$ cat src/dmap_pkg.sv
// ----------------------------------------------------------------------------
// dmap_pkg
// Shared constants and types of the dual moving-average pressure filter.
// ----------------------------------------------------------------------------
package dmap_pkg;

   localparam int unsigned DMAP_WINDOW_DEPTH = 8;
   localparam int unsigned ADC_W             = 12;
   localparam int unsigned FS_W              = 16;
   localparam int unsigned FRAC_W            = 8;
   localparam int unsigned PSI_W             = 24;
   localparam int unsigned DIV_STEPS         = PSI_W;

   localparam logic [FS_W-1:0] FS_RESET = 16'd5000;

   typedef struct packed {
      logic busy;
      logic done;
   } dmap_div_stat_type;

endpackage

$ cat src/dmap_if.sv
// ----------------------------------------------------------------------------
// dmap channel interfaces
// Sample, result and register-write channels with valid/ready handshake.
// ----------------------------------------------------------------------------
interface dmap_req_if;
   import dmap_pkg::*;
   logic             valid;
   logic             ready;
   logic [ADC_W-1:0] adc_a;
   logic [ADC_W-1:0] adc_b;
   modport source (output valid, adc_a, adc_b, input ready);
   modport sink   (input valid, adc_a, adc_b, output ready);
endinterface

interface dmap_rsp_if;
   import dmap_pkg::*;
   logic             valid;
   logic             ready;
   logic [PSI_W-1:0] psi_a;
   logic [PSI_W-1:0] psi_b;
   modport source (output valid, psi_a, psi_b, input ready);
   modport sink   (input valid, psi_a, psi_b, output ready);
endinterface

interface dmap_csr_if;
   import dmap_pkg::*;
   logic            valid;
   logic            ready;
   logic [FS_W-1:0] full_scale_psi;
   modport source (output valid, full_scale_psi, input ready);
   modport sink   (input valid, full_scale_psi, output ready);
endinterface

$ cat src/dmap_window.sv
// ----------------------------------------------------------------------------
// dmap_window
// Two sample windows, one write port and one registered read port.
// ----------------------------------------------------------------------------
module dmap_window #(
   parameter int unsigned DEPTH = dmap_pkg::DMAP_WINDOW_DEPTH,
   parameter int unsigned PTR_W = 3
) (
   input  logic                      clock,
   input  logic                      wr_en,
   input  logic [PTR_W-1:0]          wr_addr,
   input  logic [dmap_pkg::ADC_W-1:0] wr_a,
   input  logic [dmap_pkg::ADC_W-1:0] wr_b,
   input  logic [PTR_W-1:0]          rd_addr,
   output logic [dmap_pkg::ADC_W-1:0] rd_a,
   output logic [dmap_pkg::ADC_W-1:0] rd_b
);
   import dmap_pkg::*;

   logic [ADC_W-1:0] mem_a [DEPTH];
   logic [ADC_W-1:0] mem_b [DEPTH];
   logic [ADC_W-1:0] rd_a_ff;
   logic [ADC_W-1:0] rd_b_ff;

   always_ff @(posedge clock) begin
      if (wr_en) begin
         mem_a[wr_addr] <= wr_a;
         mem_b[wr_addr] <= wr_b;
      end
      rd_a_ff <= mem_a[rd_addr];
      rd_b_ff <= mem_b[rd_addr];
   end

   assign rd_a = rd_a_ff;
   assign rd_b = rd_b_ff;

endmodule

$ cat src/dmap_div.sv
// ----------------------------------------------------------------------------
// dmap_div
// Shared scaling unit: one multiply by full scale, then a restoring divide
// by count*4095, one quotient bit per cycle.
// ----------------------------------------------------------------------------
module dmap_div #(
   parameter int unsigned SUM_W = 16
) (
   input  logic                          clock,
   input  logic                          reset,
   input  logic                          start,
   input  logic [SUM_W-1:0]              sum,
   input  logic [dmap_pkg::FS_W-1:0]     fs,
   input  logic [SUM_W-1:0]              den,
   output dmap_pkg::dmap_div_stat_type   stat,
   output logic [dmap_pkg::PSI_W-1:0]    quo
);
   import dmap_pkg::*;

   localparam int unsigned PROD_W = SUM_W + FS_W;
   localparam int unsigned STEP_W = $clog2(DIV_STEPS);
   localparam logic [STEP_W-1:0] LAST_STEP = STEP_W'(DIV_STEPS - 1);

   typedef enum logic [1:0] {U_IDLE, U_LOAD, U_DIV, U_FIN} ustate_type;

   ustate_type        state_ff, state_in;
   logic [PROD_W-1:0] product_ff, product_in;
   logic [SUM_W-1:0]  rem_ff, rem_in;
   logic [PSI_W-1:0]  low_ff, low_in;
   logic [STEP_W-1:0] step_ff, step_in;
   logic [SUM_W:0]    trial;
   logic [SUM_W:0]    diff;
   logic              ge;

   assign trial = {rem_ff, low_ff[PSI_W-1]};
   assign diff  = trial - {1'b0, den};
   assign ge    = (trial >= {1'b0, den});

   always_comb begin
      state_in   = state_ff;
      product_in = product_ff;
      rem_in     = rem_ff;
      low_in     = low_ff;
      step_in    = step_ff;
      unique case (state_ff)
         U_IDLE: begin
            if (start) begin
               product_in = sum * fs;
               state_in   = U_LOAD;
            end
         end
         U_LOAD: begin
            // quotient fits PSI_W bits, so the upper part is already below den
            rem_in   = product_ff[PROD_W-1:FS_W];
            low_in   = {product_ff[FS_W-1:0], {FRAC_W{1'b0}}};
            step_in  = '0;
            state_in = U_DIV;
         end
         U_DIV: begin
            rem_in  = ge ? diff[SUM_W-1:0] : trial[SUM_W-1:0];
            low_in  = {low_ff[PSI_W-2:0], ge};
            step_in = step_ff + 1'b1;
            if (step_ff == LAST_STEP) begin
               state_in = U_FIN;
            end
         end
         U_FIN: begin
            state_in = U_IDLE;
         end
         default: state_in = U_IDLE;
      endcase
   end

   always_ff @(posedge clock) begin
      if (reset) begin
         state_ff <= U_IDLE;
      end else begin
         state_ff <= state_in;
      end
      product_ff <= product_in;
      rem_ff     <= rem_in;
      low_ff     <= low_in;
      step_ff    <= step_in;
   end

   assign stat = '{busy: (state_ff != U_IDLE), done: (state_ff == U_FIN)};
   assign quo  = low_ff;

endmodule

$ cat src/dual_moving_average_pressure.sv
// ----------------------------------------------------------------------------
// dual_moving_average_pressure
// Two-channel moving-average filter scaled to pressure in 1/256 psi.
// ----------------------------------------------------------------------------
// req_bus carries one pair of ADC counts per transfer; rsp_bus returns one
// pair of filtered pressures per accepted pair, in order. csr_bus writes
// full_scale_psi and is always ready; write it only while the block is idle.
// Each pair is written into both windows, the valid entries are summed one
// per cycle, then one shared multiplier and a 1-bit-per-cycle divider scale
// channel A and then channel B (24 divide steps each).
// From req transfer to rsp valid the block reads count entries, where count
// is the number of valid entries (up to WINDOW_DEPTH), drains the last
// registered read, scales each channel in the scaling unit and then loads
// the output register. One pair is in flight at a time: req_bus.ready is
// low from acceptance until the result is loaded into the output register,
// so no new pair is accepted before then. A result waiting on a stalled
// receiver holds the output register; the next pair may be accepted
// meanwhile, but its result waits for the register to drain. Reset
// rewinds the write position, marks the windows empty and sets
// full_scale_psi to 5000.
// ----------------------------------------------------------------------------
module dual_moving_average_pressure #(
   parameter int unsigned WINDOW_DEPTH = dmap_pkg::DMAP_WINDOW_DEPTH
) (
   input  logic       clock,
   input  logic       reset,
   dmap_req_if.sink   req_bus,
   dmap_rsp_if.source rsp_bus,
   dmap_csr_if.sink   csr_bus
);
   import dmap_pkg::*;

   localparam int unsigned PTR_W = (WINDOW_DEPTH > 1) ? $clog2(WINDOW_DEPTH) : 1;
   localparam int unsigned CNT_W = $clog2(WINDOW_DEPTH + 1);
   localparam int unsigned SUM_W = ADC_W + CNT_W;
   localparam logic [PTR_W-1:0] LAST_PTR  = PTR_W'(WINDOW_DEPTH - 1);
   localparam logic [CNT_W-1:0] DEPTH_CNT = CNT_W'(WINDOW_DEPTH);

   typedef enum logic [2:0] {
      ST_IDLE, ST_READ, ST_DRAIN, ST_START_A, ST_WAIT_A, ST_START_B, ST_WAIT_B, ST_DONE
   } state_type;

   state_type         state_ff, state_in;
   logic [FS_W-1:0]   fs_ff;
   logic [PTR_W-1:0]  wr_ptr_ff, wr_ptr_in;
   logic              full_ff, full_in;
   logic [CNT_W-1:0]  count_ff, count_in;
   logic [SUM_W-1:0]  den_ff, den_in;
   logic [PTR_W-1:0]  rd_idx_ff, rd_idx_in;
   logic              rd_valid_ff, rd_valid_in;
   logic [SUM_W-1:0]  sum_a_ff, sum_a_in;
   logic [SUM_W-1:0]  sum_b_ff, sum_b_in;
   logic [PSI_W-1:0]  qa_ff, qa_in;
   logic [PSI_W-1:0]  qb_ff, qb_in;
   logic              rsp_valid_ff, rsp_valid_in;
   logic [PSI_W-1:0]  psi_a_ff, psi_a_in;
   logic [PSI_W-1:0]  psi_b_ff, psi_b_in;

   logic              req_xfer;
   logic              wrap;
   logic [PTR_W-1:0]  ptr_next;
   logic [CNT_W-1:0]  count_new;
   logic [ADC_W-1:0]  rd_a;
   logic [ADC_W-1:0]  rd_b;
   logic              div_start;
   logic [SUM_W-1:0]  div_sum;
   logic [PSI_W-1:0]  div_quo;
   dmap_div_stat_type div_stat;

   assign req_bus.ready = (state_ff == ST_IDLE);
   assign req_xfer      = req_bus.valid && req_bus.ready;
   assign csr_bus.ready = 1'b1;

   assign wrap      = (wr_ptr_ff == LAST_PTR);
   assign ptr_next  = wrap ? '0 : wr_ptr_ff + 1'b1;
   assign count_new = (full_ff || wrap) ? DEPTH_CNT : CNT_W'(ptr_next);

   assign div_start = ((state_ff == ST_START_A) || (state_ff == ST_START_B)) && !div_stat.busy;
   assign div_sum   = (state_ff == ST_START_B) ? sum_b_ff : sum_a_ff;

   dmap_window #(
      .DEPTH (WINDOW_DEPTH),
      .PTR_W (PTR_W)
   ) u_window (
      .clock   (clock),
      .wr_en   (req_xfer),
      .wr_addr (wr_ptr_ff),
      .wr_a    (req_bus.adc_a),
      .wr_b    (req_bus.adc_b),
      .rd_addr (rd_idx_ff),
      .rd_a    (rd_a),
      .rd_b    (rd_b)
   );

   dmap_div #(
      .SUM_W (SUM_W)
   ) u_div (
      .clock (clock),
      .reset (reset),
      .start (div_start),
      .sum   (div_sum),
      .fs    (fs_ff),
      .den   (den_ff),
      .stat  (div_stat),
      .quo   (div_quo)
   );

   always_comb begin
      state_in     = state_ff;
      wr_ptr_in    = wr_ptr_ff;
      full_in      = full_ff;
      count_in     = count_ff;
      den_in       = den_ff;
      rd_idx_in    = rd_idx_ff;
      rd_valid_in  = 1'b0;
      sum_a_in     = sum_a_ff;
      sum_b_in     = sum_b_ff;
      qa_in        = qa_ff;
      qb_in        = qb_ff;
      rsp_valid_in = rsp_valid_ff && !rsp_bus.ready;
      psi_a_in     = psi_a_ff;
      psi_b_in     = psi_b_ff;

      if (rd_valid_ff) begin
         sum_a_in = sum_a_ff + SUM_W'(rd_a);
         sum_b_in = sum_b_ff + SUM_W'(rd_b);
      end

      unique case (state_ff)
         ST_IDLE: begin
            if (req_xfer) begin
               wr_ptr_in = ptr_next;
               full_in   = full_ff || wrap;
               count_in  = count_new;
               // count * 4095 as count * 4096 - count
               den_in    = {count_new, {ADC_W{1'b0}}} - SUM_W'(count_new);
               rd_idx_in = '0;
               sum_a_in  = '0;
               sum_b_in  = '0;
               state_in  = ST_READ;
            end
         end
         ST_READ: begin
            rd_valid_in = 1'b1;
            rd_idx_in   = rd_idx_ff + 1'b1;
            if (CNT_W'(rd_idx_ff) == count_ff - 1'b1) begin
               state_in = ST_DRAIN;
            end
         end
         ST_DRAIN: begin
            state_in = ST_START_A;
         end
         ST_START_A: begin
            if (div_start) begin
               state_in = ST_WAIT_A;
            end
         end
         ST_WAIT_A: begin
            if (div_stat.done) begin
               qa_in    = div_quo;
               state_in = ST_START_B;
            end
         end
         ST_START_B: begin
            if (div_start) begin
               state_in = ST_WAIT_B;
            end
         end
         ST_WAIT_B: begin
            if (div_stat.done) begin
               qb_in    = div_quo;
               state_in = ST_DONE;
            end
         end
         ST_DONE: begin
            if (!rsp_valid_ff || rsp_bus.ready) begin
               rsp_valid_in = 1'b1;
               psi_a_in     = qa_ff;
               psi_b_in     = qb_ff;
               state_in     = ST_IDLE;
            end
         end
         default: state_in = ST_IDLE;
      endcase
   end

   always_ff @(posedge clock) begin
      if (reset) begin
         state_ff     <= ST_IDLE;
         fs_ff        <= FS_RESET;
         wr_ptr_ff    <= '0;
         full_ff      <= 1'b0;
         rd_valid_ff  <= 1'b0;
         rsp_valid_ff <= 1'b0;
      end else begin
         state_ff     <= state_in;
         wr_ptr_ff    <= wr_ptr_in;
         full_ff      <= full_in;
         rd_valid_ff  <= rd_valid_in;
         rsp_valid_ff <= rsp_valid_in;
         if (csr_bus.valid) begin
            fs_ff <= csr_bus.full_scale_psi;
         end
      end
      count_ff  <= count_in;
      den_ff    <= den_in;
      rd_idx_ff <= rd_idx_in;
      sum_a_ff  <= sum_a_in;
      sum_b_ff  <= sum_b_in;
      qa_ff     <= qa_in;
      qb_ff     <= qb_in;
      psi_a_ff  <= psi_a_in;
      psi_b_ff  <= psi_b_in;
   end

   assign rsp_bus.valid = rsp_valid_ff;
   assign rsp_bus.psi_a = psi_a_ff;
   assign rsp_bus.psi_b = psi_b_ff;

endmodule

$ cat src/flat_wrapper.sv
// flat-port wrapper written by rule: the top's interface ports become plain ports
module dual_moving_average_pressure_flat import dmap_pkg::*;
#(
   parameter int unsigned WINDOW_DEPTH = dmap_pkg::DMAP_WINDOW_DEPTH
)
  (clock, reset, req_bus_valid, req_bus_adc_a, req_bus_adc_b, req_bus_ready, rsp_bus_valid, rsp_bus_psi_a, rsp_bus_psi_b, rsp_bus_ready, csr_bus_valid, csr_bus_full_scale_psi, csr_bus_ready);
  dmap_req_if req_bus_i ();
  dmap_rsp_if rsp_bus_i ();
  dmap_csr_if csr_bus_i ();
  input  logic clock;
  input  logic reset;
  input wire logic [$bits(req_bus_i.valid)-1:0] req_bus_valid;
  input wire logic [$bits(req_bus_i.adc_a)-1:0] req_bus_adc_a;
  input wire logic [$bits(req_bus_i.adc_b)-1:0] req_bus_adc_b;
  output wire logic [$bits(req_bus_i.ready)-1:0] req_bus_ready;
  output wire logic [$bits(rsp_bus_i.valid)-1:0] rsp_bus_valid;
  output wire logic [$bits(rsp_bus_i.psi_a)-1:0] rsp_bus_psi_a;
  output wire logic [$bits(rsp_bus_i.psi_b)-1:0] rsp_bus_psi_b;
  input wire logic [$bits(rsp_bus_i.ready)-1:0] rsp_bus_ready;
  input wire logic [$bits(csr_bus_i.valid)-1:0] csr_bus_valid;
  input wire logic [$bits(csr_bus_i.full_scale_psi)-1:0] csr_bus_full_scale_psi;
  output wire logic [$bits(csr_bus_i.ready)-1:0] csr_bus_ready;
  assign req_bus_i.valid = req_bus_valid;
  assign req_bus_i.adc_a = req_bus_adc_a;
  assign req_bus_i.adc_b = req_bus_adc_b;
  assign req_bus_ready = req_bus_i.ready;
  assign rsp_bus_valid = rsp_bus_i.valid;
  assign rsp_bus_psi_a = rsp_bus_i.psi_a;
  assign rsp_bus_psi_b = rsp_bus_i.psi_b;
  assign rsp_bus_i.ready = rsp_bus_ready;
  assign csr_bus_i.valid = csr_bus_valid;
  assign csr_bus_i.full_scale_psi = csr_bus_full_scale_psi;
  assign csr_bus_ready = csr_bus_i.ready;
  dual_moving_average_pressure #(.WINDOW_DEPTH(WINDOW_DEPTH)) u_core (.clock(clock), .reset(reset), .req_bus(req_bus_i), .rsp_bus(rsp_bus_i), .csr_bus(csr_bus_i));
endmodule
$ cat config.mk
export PLATFORM = sky130hd
export DESIGN_NAME = dual_moving_average_pressure_flat
export DESIGN_NICKNAME = d
export VERILOG_FILES = /design/src/dmap_pkg.sv /design/src/dmap_if.sv /design/src/dmap_window.sv /design/src/dmap_div.sv /design/src/dual_moving_average_pressure.sv /design/src/flat_wrapper.sv
export SDC_FILE = /design/constraint.sdc
export NUM_CORES = 1
export LEC_CHECK = 0
export ABC_AREA = 1
export BUFFER_PORTS_ARGS = -buffer_cell sky130_fd_sc_hd__buf_2
export CAP_MARGIN = 20
export CORE_AREA = 4 4 313 315
export CTS_CLUSTER_DIAMETER = 60
export DETAILED_ROUTE_END_ITERATION = 8
export DIE_AREA = 0 0 317 319
export HOLD_SLACK_MARGIN = 0.03
export PLACE_DENSITY_LB_ADDON = 0.2
export SETUP_SLACK_MARGIN = 0.05
export SYNTH_ARGS = -nofsm -noshare
export SYNTH_HDL_FRONTEND = slang
export SYNTH_SLANG_ARGS = --single-unit
$ cat constraint.sdc
create_clock -name clock -period 16 [get_ports clock]
set_clock_uncertainty 0.1 [all_clocks]
set_input_delay 2.4 -clock clock [delete_from_list [all_inputs] [get_ports clock]]
set_output_delay 2.4 -clock clock [all_outputs]
set_load 0.1 [all_outputs]
# [Word-level counts from Yosys, hierarchy flattened]
# Memory sizes are Yosys's and may differ from the RTL's. A register that Yosys moved wholly into a read port is not among the register bits.
# Index checks and enable logic that the tools add are counted.
[word_totals] register_bits=255 ramBits=192 in_bits=45 out_inout_bits=51 word_cells=107 n_memories=2
[classes] addsub=8 multipliers=1 n_lt_le_gt_ge=1 n_eq_ne=22 mux=31 n_reduce_logical=22
[mem_list] name="u_core.u_window.mem_a" depth=8 width=12 rd=1 rd_clocked_by_memory_dff=1 write_ports=1 line_no="dmap_window.sv:20" source="logic [ADC_W-1:0] mem_a [DEPTH];"
[mem_list] name="u_core.u_window.mem_b" depth=8 width=12 rd=1 rd_clocked_by_memory_dff=1 write_ports=1 line_no="dmap_window.sv:21" source="logic [ADC_W-1:0] mem_b [DEPTH];"
[ops] op="2-to-1 mux 16 bit" n=8
[ops] op="one-hot mux 24 bit (2 select lines)" n=1
[ops] op="adder 16 x 12 -> 16 bit" n=2
[ops] op="multiplier 16 x 16 -> 32 bit" n=1
[ops] op="one-hot mux 16 bit (2 select lines)" n=1
[ops] op="2-to-1 mux 3 bit" n=9
[ops] op="one-hot mux 3 bit (8 select lines)" n=1
[ops] op=">= comparator 17 x 16 -> 1 bit" n=1
[ops] op="subtractor 16 bit" n=1
[ops] op="subtractor 16 x 4 -> 16 bit" n=1
[ops] op="== test 3 bit (second input constant)" n=5
[ops] op="!= test 2 x 1 -> 1 bit (second input constant)" n=7
[ops] op="AND reduction 2 bit" n=7
[ops] op="one-hot mux 5 bit (2 select lines)" n=1
[ops] op="one-hot mux 2 bit (4 select lines)" n=1
[ops] op="AND reduction 7 bit" n=1
[ops] op="adder 3 x 1 -> 3 bit (second input constant)" n=2
[ops] op="== test 3 x 2 -> 1 bit (second input constant)" n=2
[ops] op="one-hot mux 3 bit (2 select lines)" n=1
[ops] op="nonzero test 2 bit" n=3
[ops] op="adder 5 x 1 -> 5 bit (second input constant)" n=1
[ops] op="== test 5 bit (second input constant)" n=1
[ops] op="2-to-1 mux 1 bit" n=5
[ops] op="== test 2 bit (second input constant)" n=2
[ops] op="12 further kinds" n=20

# [Longest topological paths before layout]
[logic_depth] ltp_word=5 ltp_mapped=34 mapped_depth_nobuf=32

# [Cells and area by module]
# Synthesis repeated with hierarchy kept, for this count alone.
[hier_totals] hier_cells=3372 area_unflattened_um2=29776.1
[by_module_without_submodules] module="dmap_div" instances=1 cells_each=1762 area_per_inst_um2=13429.1 seq_area_each_um2=2352.3
[by_module_without_submodules] module="dmap_window" instances=1 cells_each=872 area_per_inst_um2=8906.0 seq_area_each_um2=6246.0
[by_module_without_submodules] module="dual_moving_average_pressure" instances=1 cells_each=738 area_per_inst_um2=7440.9 seq_area_each_um2=4534.3

# [Least setup slack after synthesis]
# Ideal clock, no wire load.
[synth_timing] path_type="register to register" startpoint="register u_core.state_ff[0]" endpoint="register u_core.u_div.product_ff[16], data pin" setup_time_ps=262 arrival_ps=5425 required_ps=15638 slack_ps=10212 path_stages_with_launch=25 n_path_buf=1 synth_period_minus_slack_ps=5788 path_cell_list="dfxtp_1 -> nand2_2 -> nor2_8 -> inv_6 -> buf_8 -> nand2_1 -> o21ai_4 -> inv_4 -> nand2_2 -> fa_1 -> fa_1 -> fa_1 -> fa_1 -> inv_1 -> fa_1 -> inv_1 -> fa_1 -> inv_1 -> ha_1 -> nand2_1 -> nor2_1 -> o21ai_0 -> nand3_1 -> a21oi_1 -> xor2_1"
[synth_between] elab_chain_len=3
[synth_rtl] element="start: declaration" line_no="dual_moving_average_pressure.sv:43" source="state_type state_ff, state_in;"
[synth_rtl] element="start signal: assignment" line_no="dual_moving_average_pressure.sv:196" source="state_ff <= state_in;"
[synth_rtl] element="== test 3 bit" line_no="dual_moving_average_pressure.sv:79" source="assign div_sum = (state_ff == ST_START_B) ? sum_b_ff : sum_a_ff;"
[synth_rtl] element="2-to-1 mux 16 bit" line_no="dual_moving_average_pressure.sv:79"
[synth_rtl] element="multiplier 16 x 16 -> 32 bit" line_no="dmap_div.sv:48" source="product_in = sum * fs;"
[synth_rtl] element="end signal: assignment" line_no="dmap_div.sv:80" source="product_ff <= product_in;"
[synth_rtl] element="end: declaration" line_no="dmap_div.sv:27" source="logic [PROD_W-1:0] product_ff, product_in;"
# Every way passes these cells.
# A chain may end at the register's enable or synchronous reset.

# [Worst setup path after layout]
[layout_timing] startpoint="register u_core.state_ff[0]" endpoint="register u_core.u_div.product_ff[29], data pin"
# The elaborated chain is that of the path after synthesis.

==> impl_metrics.toml <==
[run_status]
status = "finished clean"

[power_and_ir_drop]
seqPwrFrac = 0.253
ir_drop_mv = 0.180
pwr_density_cell_mw_per_mm2 = 224
power_uw = 7180
switchingPower_uw = 3370
p_leak_uw = 0.0137
clkPwrFrac = 0.176
switching_share = 0.469
p_int_uw = 3810
combinationalPowerShare = 0.570

[clocking]
cts_inserted_buffers = 57
cts_tree = "done"
clk_latency_ns = 0.66
clock-sinks = 465
cts-resized-gates = 0
cts_hold_buf = 0
clkTransAtPathRegs_ns = 0.06
clockRootBuffer = "clkbuf_16"
clock_path_buffers = 3
ctsHtreeMaxLevel = 2
cts_setup_buffers = 0

[sta]
slew_violations = 0
finalSetupViolations = 0
rsz0062_at_grt = "no"
max_freq_mhz = 149
period_share = 0.418
worst_pin_slew_ns = 0.931
fin_crit_ns = 6.69
relSlewSlack = 0.376
holdWs_ns = 0.316
hold_viol = 0
setup-tns-final_ns = 0
worst_slack_ns = 9.31

[global_route]
grt_util_all_layers = 0.143
busiest_layer = "met2"
antenna_found_initial = 5
gr-usage-met1 = 0.196
grt_pass1_vias = 19559
use_met3 = 0.0208
overflow = 0
grt_start_max_net_pins = 69
met2_usage = 0.239
grt_pass1_wl_um = 114000

[critical_path]
cp.arrival_ns = 6.96
path_buf_inv = 5
worstSetupEndpointType = "register"
max_stage_delay_ns = 0.55
cp_cell_sequence = "nand2_2 > nor2_8 > inv_6 > o21ai_2 > inv_1 > nand2_1 > fa_1 > fa_1 > inv_1 > fa_1 > inv_1 > fa_1 > fa_1 > fa_1 > inv_1 > ha_1 > a21oi_1 > o21ai_0 > a21oi_1 > nor2_1 > nor2_1 > nand2_1 > nand2_1 > nand2_1"
criticalPathCategory = "register to register"
path_delay_family = "adder cells"
crit_path_top_delay_cell = "fa_1"
r2r_cells = 24
path_depth = 24
cp_max_fo = 25
cp.required_ns = 16.26
path_common_cell = "fa_1"
crit_path_start_kind = "register"

[layout]
fillers = 9786
final_nets = 3380
drive_above_1_share = 0.103
area_growth_syn_to_layout_pct = 13.2
register_area_mm2 = 0.0131
multi_input_area_mm2 = 0.0131

[detailed_routing]
ant_nets = 0
wl_um = 72500
vias = 19635
routed_via_density = 4.57
drc = 0
firstDrtPassIters = 5
wl_per_cell_um = 16.9
drt_iter0_markers = 1144

[worst_hold_path]
hold_class = "register to register"
hold_depth = 0

[die]
core-area_mm2 = 0.0949
start_util = 0.298
dieArea_mm2 = 0.101
die_h_um = 319
rows = 113
die_x_um = 317
io-pin-count = 96

[synthesis]
synth_top_area_frac = 0.405
netlist_area_mm2 = 0.0283
yosys_warnings = 0
synth_ff_type = "edfxtp_1"
synth_edf_count = 382
seq_area_frac_synth = 0.464
avgSynthCellArea_um2 = 9.77
yosys.area.top_type = "edfxtp_1"
synth_seq_cells = 465
synthCells = 2898
async_reset_ff_frac = 0
synth_area_leaders = "edfxtp_1 41%, fa_1 14%, nand2_1 7.1%"
syn_nets = 3294
yosysUniqueCellTypes = 51

[placement]
dp_hpwl_um = 52500
port_buffers = 94
routabilityCongestion = 0.883
dp_slack_ns = 9.32

[job]
cap_violations = 0
[cell usage after synthesis (2+ instances only)]
| cell | instances |
|---|---|
| nand2_1 | 534 |
| nand4_1 | 17 |
| or2_2 | 20 |
| nor3_1 | 16 |
| a21oi_2 | 2 |
| clkinv_1 | 6 |
| o211ai_1 | 10 |
| inv_2 | 14 |
| xnor2_1 | 12 |
| buf_1 | 8 |
| conb_1 | 2 |
| nand3_2 | 2 |
| o21ai_4 | 10 |
| a21boi_0 | 4 |
| nor2_1 | 401 |
| buf_4 | 6 |
| a211oi_1 | 2 |
| o21ai_2 | 7 |
| dfxtp_1 | 83 |
| nand2_2 | 27 |
| buf_6 | 3 |
| buf_2 | 18 |
| nor2_2 | 5 |
| nand3b_1 | 15 |
| a21oi_1 | 94 |
| o22ai_1 | 25 |
| buf_8 | 2 |
| a31oi_1 | 25 |
| edfxtp_1 | 382 |
| inv_1 | 424 |
| a21o_1 | 8 |
| fa_1 | 197 |
| nor4_1 | 5 |
| xor2_1 | 22 |
| clkbuf_1 | 50 |
| ha_1 | 154 |
| o21ai_0 | 156 |
| o21bai_1 | 6 |
| nand3_1 | 112 |
[power by group through the flow]
stage | combinational, uW | sequential (uW) | clock, uW
final | 4100 | 1820 | 1270
after global routing | 4690 | 1840 | 1360
after CTS | 4140 | 1820 | 1310
after detailed placement | 4120 | 1850 | 0
after global placement | 4110 | 1850 | 0
after floorplan | 2990 | 1790 | 0
[area by class of cell]
class                   count  area share
diodes                      1   0.0000781
clock buffers              73      0.0483
clock inverters            34      0.0111
inverters                 446      0.0525
multi-input cells        1899       0.409
flip-flops and latches    465       0.410
well taps                1265      0.0494
repair buffers            115      0.0200
[sequential cells by signal (all words and copies together), names as in the netlist, 16 cells and up]
| signal | cells |
|---|---|
| u_core.rsp_bus.psi_a | 24 |
| u_core.u_div.product_ff | 32 |
| u_core.u_window.mem_b | 96 |
| u_core.rsp_bus.psi_b | 24 |
| u_core.u_div.quo | 24 |
| u_core.fs_ff | 16 |
| u_core.u_div.rem_ff | 16 |
| u_core.sum_a_ff | 16 |
| u_core.u_window.mem_a | 96 |
| u_core.qb_ff | 24 |
| u_core.sum_b_ff | 16 |
| u_core.qa_ff | 24 |
[worst paths after layout]
path / endpoint / startpoint / slack (ns)
min: u_core.rsp_bus.psi_a[3] / u_core.qa_ff[3] / 0.32
max reg2reg: u_core.u_div.product_ff[29] / u_core.state_ff[0] / 9.31
max: u_core.u_div.product_ff[29] / u_core.state_ff[0] / 9.31
min reg2reg: u_core.rsp_bus.psi_a[3] / u_core.qa_ff[3] / 0.32
[kinds of logic after synthesis]
logic type	share of synthesized area
flops	0.464
xor+xnor	0.0105
simple gates	0.171
fa+ha+maj	0.207
other cells	0.000265
compound gates	0.0719
buf+inv	0.0749
[cells in the final DEF, fill, tap and decap left out, types with 14 or more instances in the layout]
| cell | instances |
|---|---|
| nor2_1 | 394 |
| clkbuf_16 | 58 |
| nand4_1 | 17 |
| dfxtp_1 | 83 |
| ha_1 | 153 |
| clkinv_1 | 14 |
| buf_4 | 20 |
| inv_1 | 422 |
| nor3_1 | 14 |
| nand2_2 | 27 |
| inv_2 | 15 |
| buf_2 | 94 |
| nand3_1 | 112 |
| nand3b_1 | 15 |
| o21ai_0 | 156 |
| nand2_1 | 534 |
| or2_2 | 20 |
| edfxtp_1 | 382 |
| o22ai_1 | 25 |
| fa_1 | 197 |
| a31oi_1 | 25 |
| xor2_1 | 22 |
| a21oi_1 | 94 |
[metrics by stage]
stage	utilization	instances	cell area (um^2)
after detailed placement	0.317	4189	30100
after global routing	0.338	4297	32000
final	0.338	4298	32000
after CTS	0.337	4296	32000
after floorplan	-	2898	28300
after global placement	0.317	4189	30100
[metal layers]
layer	vias to the layer above	share of wire	wire, um
met5	-	0.00037	27
met3	94	0.044	3200
li1	9595	-	-
met1	9547	0.46	33200
met2	395	0.48	34500
met4	4	0.021	1510
No activity file was read; power rests on OpenSTA's default activity.
